`src/hw/rtl/vtaep_pkg.sv`:
```
package vtaep_pkg;

    typedef enum logic [3:0] {
        PH_SEARCH  = 4'd0,
        PH_TDCH_LO = 4'd1,
        PH_TDCH_HI = 4'd2,
        PH_TDC_LO  = 4'd3,
        PH_TDC_HI  = 4'd4,
        PH_EOB_LO  = 4'd5,
        PH_EOB_HI  = 4'd6,
        PH_ADCH_LO = 4'd7,
        PH_ADCH_HI = 4'd8,
        PH_ADC_LO  = 4'd9,
        PH_ADC_HI  = 4'd10
    } t_phase;

    localparam logic       KIND_HIT         = 1'b0;
    localparam logic       KIND_DONE        = 1'b1;
    localparam logic [15:0] EVENT_MARKER_RST = 16'h004C;

    typedef struct packed {
        logic        kind;
        logic [4:0]  geo_address;
        logic [4:0]  channel;
        logic [11:0] amplitude;
        logic [31:0] event_number;
        logic        last;
    } t_result;

    // results produced by one halfword: none, one, or a hit followed by event done
    typedef struct packed {
        logic [1:0] cnt;
        t_result    r0;
        t_result    r1;
    } t_push;

endpackage

```
`src/hw/rtl/vtaep_parse.sv`:
```
module vtaep_parse (
    input  logic             i_clk,
    input  logic             i_rst_n,
    input  logic             i_in_accept,
    input  logic [15:0]      i_halfword,
    input  logic [15:0]      i_event_marker,
    output vtaep_pkg::t_push o_push
);
    import vtaep_pkg::*;

    logic        r_in_valid;
    logic [15:0] r_in_hw;
    t_phase      r_phase;
    t_phase      n_phase;
    logic [15:0] r_low_half;
    logic [15:0] n_low_half;
    logic [5:0]  r_words_left;
    logic [5:0]  n_words_left;
    logic [31:0] r_event_count;
    logic [31:0] n_event_count;
    logic [5:0]  w_cnt_dec;
    logic [5:0]  w_hdr_cnt;

    assign w_cnt_dec = r_words_left - 6'd1;
    // count sits in bits 13:8 of the word, i.e. in the low halfword
    assign w_hdr_cnt = r_low_half[13:8];

    always_ff @(posedge i_clk) begin
        if (!i_rst_n) begin
            r_in_valid    <= 1'b0;
            r_phase       <= PH_SEARCH;
            r_low_half    <= '0;
            r_words_left  <= '0;
            r_event_count <= '0;
        end else begin
            r_in_valid    <= i_in_accept;
            r_phase       <= n_phase;
            r_low_half    <= n_low_half;
            r_words_left  <= n_words_left;
            r_event_count <= n_event_count;
        end
    end

    always_ff @(posedge i_clk) begin
        if (i_in_accept) begin
            r_in_hw <= i_halfword;
        end
    end

    always_comb begin
        n_phase       = r_phase;
        n_low_half    = r_low_half;
        n_words_left  = r_words_left;
        n_event_count = r_event_count;
        if (r_in_valid) begin
            unique case (r_phase)
                PH_TDCH_LO, PH_TDC_LO, PH_EOB_LO, PH_ADCH_LO, PH_ADC_LO: begin
                    n_low_half = r_in_hw;
                    n_phase    = t_phase'(r_phase + 4'd1);
                end
                PH_TDCH_HI: begin
                    n_words_left = w_hdr_cnt;
                    n_phase      = (w_hdr_cnt == '0) ? PH_EOB_LO : PH_TDC_LO;
                end
                PH_TDC_HI: begin
                    n_words_left = w_cnt_dec;
                    n_phase      = (w_cnt_dec == '0) ? PH_EOB_LO : PH_TDC_LO;
                end
                PH_EOB_HI: begin
                    n_phase = PH_ADCH_LO;
                end
                PH_ADCH_HI: begin
                    n_words_left = w_hdr_cnt;
                    n_phase      = (w_hdr_cnt == '0) ? PH_SEARCH : PH_ADC_LO;
                end
                PH_ADC_HI: begin
                    n_words_left = w_cnt_dec;
                    n_phase      = (w_cnt_dec == '0) ? PH_SEARCH : PH_ADC_LO;
                end
                default: begin
                    // searching, unused codes fall back here as well
                    n_phase = PH_SEARCH;
                    if (r_in_hw == i_event_marker) begin
                        n_event_count = r_event_count + 32'd1;
                        n_phase       = PH_TDCH_LO;
                    end
                end
            endcase
        end
    end

    always_comb begin
        t_result w_hit;
        t_result w_done;
        w_hit.kind         = KIND_HIT;
        w_hit.geo_address  = r_in_hw[15:11];
        w_hit.channel      = r_in_hw[4:0];
        w_hit.amplitude    = r_low_half[11:0];
        w_hit.event_number = r_event_count;
        w_hit.last         = 1'b0;
        w_done.kind         = KIND_DONE;
        w_done.geo_address  = '0;
        w_done.channel      = '0;
        w_done.amplitude    = '0;
        w_done.event_number = r_event_count;
        w_done.last         = 1'b1;
        o_push     = '0;
        o_push.r0  = w_hit;
        o_push.r1  = w_done;
        if (r_in_valid) begin
            unique case (r_phase)
                PH_ADCH_HI: begin
                    if (w_hdr_cnt == '0) begin
                        o_push.cnt = 2'd1;
                        o_push.r0  = w_done;
                    end
                end
                PH_ADC_HI: begin
                    o_push.cnt = (w_cnt_dec == '0) ? 2'd2 : 2'd1;
                end
                default: begin
                    o_push.cnt = 2'd0;
                end
            endcase
        end
    end

endmodule

```
`src/hw/rtl/vtaep_result_fifo.sv`:
```
module vtaep_result_fifo #(
    parameter int DEPTH = 8
) (
    input  logic                     i_clk,
    input  logic                     i_rst_n,
    input  vtaep_pkg::t_push         i_push,
    input  logic                     i_pop,
    output vtaep_pkg::t_result       o_head,
    output logic [$clog2(DEPTH):0]   o_count
);
    import vtaep_pkg::*;

    localparam int PTR_W = $clog2(DEPTH);
    localparam int CNT_W = PTR_W + 1;

    t_result            r_mem [DEPTH];
    logic [PTR_W-1:0]   r_wr_ptr;
    logic [PTR_W-1:0]   r_rd_ptr;
    logic [CNT_W-1:0]   r_count;
    logic [PTR_W-1:0]   w_wr_ptr_1;

    assign w_wr_ptr_1 = r_wr_ptr + PTR_W'(1);

    always_ff @(posedge i_clk) begin
        if (i_push.cnt != 2'd0) begin
            r_mem[r_wr_ptr] <= i_push.r0;
        end
        if (i_push.cnt == 2'd2) begin
            r_mem[w_wr_ptr_1] <= i_push.r1;
        end
    end

    always_ff @(posedge i_clk) begin
        if (!i_rst_n) begin
            r_wr_ptr <= '0;
            r_rd_ptr <= '0;
            r_count  <= '0;
        end else begin
            r_wr_ptr <= r_wr_ptr + PTR_W'(i_push.cnt);
            r_rd_ptr <= r_rd_ptr + PTR_W'(i_pop);
            r_count  <= r_count + CNT_W'(i_push.cnt) - CNT_W'(i_pop);
        end
    end

    assign o_head  = r_mem[r_rd_ptr];
    assign o_count = r_count;

endmodule

```
`src/hw/rtl/vme_tdc_adc_event_parser.sv`:
```
// Readout event parser: takes one 16-bit halfword per cycle unless stalled (low half of
// each 32-bit word first), finds the event marker, steps over the TDC block and
// end-of-block word, and returns one result per ADC data word plus an event-done result
// carrying the event number. A halfword is held in the input register and its results
// are then written to the buffer, whose head drives the output. Results queue in a
// RESULT_DEPTH-entry buffer (power of two, at least 4); input stall rises only when more
// than RESULT_DEPTH-4 results wait, so with a free-running output the block takes one
// halfword every cycle. The marker register is written through the config port, which is
// always ready.
module vme_tdc_adc_event_parser #(
    parameter int RESULT_DEPTH = 8
) (
    input  logic        i_clk,
    input  logic        i_rst_n,
    input  logic        i_in_valid,
    output logic        o_in_stall,
    input  logic [15:0] i_halfword,
    input  logic        i_cfg_valid,
    output logic        o_cfg_ready,
    input  logic [15:0] i_cfg_data,
    output logic        o_out_valid,
    input  logic        i_out_stall,
    output logic        o_kind,
    output logic [4:0]  o_geo_address,
    output logic [4:0]  o_channel,
    output logic [11:0] o_amplitude,
    output logic [31:0] o_event_number,
    output logic        o_last
);
    import vtaep_pkg::*;

    localparam int CNT_W = $clog2(RESULT_DEPTH) + 1;

    logic [15:0]      r_event_marker;
    logic             w_in_accept;
    logic             w_pop;
    t_push            w_push;
    t_result          w_head;
    logic [CNT_W-1:0] w_count;

    assign o_cfg_ready = 1'b1;

    always_ff @(posedge i_clk) begin
        if (!i_rst_n) begin
            r_event_marker <= EVENT_MARKER_RST;
        end else if (i_cfg_valid) begin
            r_event_marker <= i_cfg_data;
        end
    end

    // room for the item in flight and the new one, two results each
    assign o_in_stall  = (w_count > CNT_W'(RESULT_DEPTH - 4));
    assign w_in_accept = i_in_valid & ~o_in_stall;
    assign o_out_valid = (w_count != '0);
    assign w_pop       = o_out_valid & ~i_out_stall;

    vtaep_parse u_parse (
        .i_clk          (i_clk),
        .i_rst_n        (i_rst_n),
        .i_in_accept    (w_in_accept),
        .i_halfword     (i_halfword),
        .i_event_marker (r_event_marker),
        .o_push         (w_push)
    );

    vtaep_result_fifo #(
        .DEPTH (RESULT_DEPTH)
    ) u_result_fifo (
        .i_clk   (i_clk),
        .i_rst_n (i_rst_n),
        .i_push  (w_push),
        .i_pop   (w_pop),
        .o_head  (w_head),
        .o_count (w_count)
    );

    assign o_kind         = w_head.kind;
    assign o_geo_address  = w_head.geo_address;
    assign o_channel      = w_head.channel;
    assign o_amplitude    = w_head.amplitude;
    assign o_event_number = w_head.event_number;
    assign o_last         = w_head.last;

`ifndef ASSERT_OFF
    a_no_overflow: assert property (@(posedge i_clk) disable iff (!i_rst_n)
        w_count <= CNT_W'(RESULT_DEPTH))
        else $error("result queue overflow");

    a_pair_ends_event: assert property (@(posedge i_clk) disable iff (!i_rst_n)
        (w_push.cnt == 2'd2) |-> (w_push.r1.last && w_push.r1.kind == KIND_DONE
                                  && w_push.r0.kind == KIND_HIT))
        else $error("double push not a hit followed by event done");

    a_last_is_done: assert property (@(posedge i_clk) disable iff (!i_rst_n)
        o_out_valid |-> (o_last == (o_kind == KIND_DONE)))
        else $error("last flag disagrees with result kind");

    a_pop_drains: assert property (@(posedge i_clk) disable iff (!i_rst_n)
        (w_pop && w_push.cnt == 2'd0) |=> (w_count == $past(w_count) - CNT_W'(1)))
        else $error("queue count did not follow a delivered transaction");
`endif

endmodule
```
`config.mk`:
```
export PLATFORM = sky130hd
export DESIGN_NAME = vme_tdc_adc_event_parser
export DESIGN_NICKNAME = d
export VERILOG_FILES = /design/src/hw/rtl/vtaep_pkg.sv /design/src/hw/rtl/vtaep_parse.sv /design/src/hw/rtl/vtaep_result_fifo.sv /design/src/hw/rtl/vme_tdc_adc_event_parser.sv
export SDC_FILE = /design/constraint.sdc
export NUM_CORES = 1
export LEC_CHECK = 0
export ABC_AREA = 1
export BUFFER_PORTS_ARGS = -buffer_cell sky130_fd_sc_hd__buf_2
export CAP_MARGIN = 10
export CORE_ASPECT_RATIO = 1.75
export CORE_MARGIN = 5
export CORE_UTILIZATION = 50
export CTS_CLUSTER_DIAMETER = 200
export DETAILED_ROUTE_END_ITERATION = 6
export PLACE_DENSITY = 0.73
export SETUP_SLACK_MARGIN = 0.4
export SYNTH_ARGS = -nofsm -noshare
export SYNTH_HDL_FRONTEND = slang
export SYNTH_HIERARCHICAL = 1
export SYNTH_SLANG_ARGS = --single-unit
```
`constraint.sdc`:
```
create_clock -name i_clk -period 7.74 [get_ports i_clk]
set_input_delay 0.774 -clock i_clk [delete_from_list [all_inputs] [get_ports i_clk]]
set_output_delay 0.774 -clock i_clk [all_outputs]
set_load 0.02 [all_outputs]
```
==> flow_summary.yaml <==
outcome:
  status: "finished clean"
floorplanning:
  die_y_um: 346
  die_area_um2: 69700
  core_area_um2: 64000
  initial_core_util: 0.503
  fp.dieW_um: 202
  ios: 96
  fp-row-count: 123
final_layout:
  drive_gt1_frac: 0.0613
  synthToLayoutAreaGrowth_pct: 4.93
  fill_cells: 6044
  multi_input_area_um2: 12600
  fin_util: 0.528
  finalNetCount: 4256
  fin_area_um2: 33800
  final_common_cell: "nand2_1"
  diodes: 0
  ff_latch_area_um2: 15600
  layout_common_cells: "nand2_1, nand3_1, inv_1"
synthesis:
  async_flop_share: 0
  synth_ff_type: "edfxtp_1"
  yosys.area_share.simple: 0.347
  syn_area_um2: 32200
  synth_top_family_by_area: "simple AND/OR/NAND/NOR gates"
  synth_area_per_cell_um2: 7.28
  synth_edf_count: 464
  synthXorXnorAreaFrac: 0.00544
  syn_inst: 4423
  ys_types: 33
  synth-compound-area-share: 0.0233
  synth_mux_area_frac: 0
  synth-seq-cells: 547
  synthAdderAreaFrac: 0.00746
  yosysWarnings: 6
  seq_area_frac_synth: 0.485
clock_network:
  clock-root-buffer: "clkbuf_16"
  htreeDepth: 2
  cts_setup_buffers: 0
  cts.path.max_buffers: 3
  post_cts_resized: 0
  cts.sinks: 547
  insertion_delay_ns: 0.60
  cts.clk_slew.worst_paths_ns: 0.07
  holdBufCountCts: 0
  cts_made_buffers: 48
  tritoncts: "built"
critical_path:
  cp_max_fo: 77
  startpoint: "u_parse/r_phase[0]"
  path_class: "flip-flop to flip-flop"
  critPathTopFamily: "buffers and inverters"
  max_stage_delay_ns: 0.78
  cp-start-kind: "flip-flop"
  cp.depth: 15
  required_ns: 7.96
  cp.buffers_inverters: 6
  reg2reg_slack_ns: 3.27
  r2r-start: "u_parse/r_phase[0]"
  endpoint: "u_result_fifo/r_mem[7][25]"
  r2r_cells: 15
  endpoint_kind: "flip-flop"
  worst_r2r_endpoint: "u_result_fifo/r_mem[7][25]"
  path_cells: "inv_1, ha_1, nand2_1, inv_1, nand2_1, nor2_2, buf_4, a31o_2, inv_1, nand2_1, nor2_4, buf_4, nand3_2, o21ai_4, buf_4"
  cp_data_arrival_time_ns: 4.69
  critPathSlowestCell: "buf_4"
routing:
  ant_nets: 0
  drt_iter0_drc: 2611
  wl_per_cell_um: 18.0
  wl_um: 90900
  drc: 0
  dr.pass1.iters: 6
  routed_via_density: 5.41
  vias: 27400
pwr:
  irDropWorstVdd_uv: 215
  power_uw: 7980
  p_per_area_nw_per_um2: 236
  p_leak_uw: 0.0162
grt:
  grt_pass1_vias: 26300
  antenna_found_initial: 1
  grt_pass1_wl_um: 142000
  overflow: 0
  grt_usage: 0.252
  grt_start_max_net_pins: 158
sta:
  hold_violations: 0
  fin_setup_tns_ns: 0
  slew_violations: 0
  setup_viol: 0
  fmax_mhz: 224
  slew_headroom: 0.164
  layout_min_cycle_time_ns: 4.47
  fin_skew_ns: 0.0192
  worst_pin_slew_ns: 1.25
  rsz0062_at_grt: "no"
  timing.final.crit_share: 0.577
placed_design:
  place_area_um2: 32000
  globalplace.congestion: 0.882
  hpwl_um: 49900
  port_buffers: 94
job:
  drv_cap: 0
worst_hold_path:
  min_path_type: "input pin to flip-flop"
## cell families after synthesis
logic type / after synthesis
simple gates: 2719
buf+inv: 972
flops: 547
compound gates: 144
xor+xnor: 20
fa+ha+maj: 18
other cells: 3
## area by class of cell
| class | instances | share of cell area |
|---|---|---|
| Clock inverter | 23 | 0.00830 |
| Sequential cell | 547 | 0.462 |
| Inverter | 546 | 0.0610 |
| Multi-Input combinational cell | 2926 | 0.373 |
| Tap cell | 812 | 0.0301 |
| Clock buffer | 67 | 0.0429 |
| Timing Repair Buffer | 132 | 0.0227 |
## synth_stat cells, types with 2 or more instances
library cell / instances / area [um2]
xnor2_1: 4 / 35.0
nand3_1: 705 / 3530
buf_4: 82 / 616
o21ai_1: 15 / 75.1
a21boi_0: 9 / 67.6
o21ai_0: 51 / 255
nand2_2: 3 / 18.8
edfxtp_1: 464 / 13900
xor2_1: 16 / 140
clkinv_1: 2 / 7.51
nand2_1: 1847 / 6930
nor2_2: 8 / 50.1
clkbuf_1: 102 / 383
buf_2: 158 / 791
buf_6: 6 / 67.6
dfxtp_1: 83 / 1660
nor2_1: 146 / 548
inv_1: 532 / 2000
inv_2: 12 / 45.0
nor3_1: 5 / 25.0
ha_1: 16 / 200
conb_1: 3 / 11.3
a21oi_1: 67 / 335
clkbuf_2: 49 / 245
fa_1: 2 / 40.0
buf_1: 29 / 109
## sequential cells by signal, summed over array words and instances (netlist names)
signal / cells
u_parse/r_in_valid: 1
u_parse/r_low_half: 14
u_result_fifo/r_rd_ptr: 3
r_event_marker: 16
u_parse/r_in_hw: 16
u_result_fifo/r_wr_ptr: 3
u_result_fifo/o_count: 4
u_parse/r_words_left: 6
u_parse/r_event_count: 32
u_result_fifo/r_mem: 448
u_parse/r_phase: 4
## through the flow
| step | cells | hold slack [ns] | setup slack (ns) |
|---|---|---|---|
| after global placement | 4963 | 0.456 | 3.37 |
| after detailed placement | 4963 | 0.460 | 3.27 |
| final | 5053 | 0.356 | 3.27 |
| after floorplan | 4445 | 0.430 | 1.69 |
| after global routing | 5053 | 0.336 | 2.99 |
| after CTS | 5053 | 0.324 | 3.27 |
## power breakdown
part	total (uW)	switching (uW)	leakage, uW	internal, uW
clock	2640	1120	0.000840	1520
combinational	1990	1410	0.0102	579
sequential	3350	129	0.00516	3230
## metal layers
layer	global-route usage	up-vias	part of all wire
li1	-	13300	-
met1	0.286	12600	0.36
met2	0.467	1225	0.52
met3	0.0270	269	0.074
met4	0.123	0	0.052
met5	0	-	0
## worst min path at each step
| stage | from | to | slack, ns | cells after the start |
|---|---|---|---|---|
| after floorplan | u_parse/r_low_half[0] | u_parse/r_low_half[0] | 0.43 | 2 |
| after global placement | u_parse/r_low_half[12] | u_parse/r_low_half[12] | 0.46 | 2 |
| after detailed placement | u_parse/r_low_half[12] | u_parse/r_low_half[12] | 0.46 | 2 |
| after CTS | i_halfword[7] | u_parse/r_in_hw[7] | 0.32 | 1 |
| after global routing | i_halfword[15] | u_parse/r_in_hw[15] | 0.34 | 1 |
| final | i_halfword[7] | u_parse/r_in_hw[7] | 0.36 | 1 |
Power figures use the tool's default switching activity.
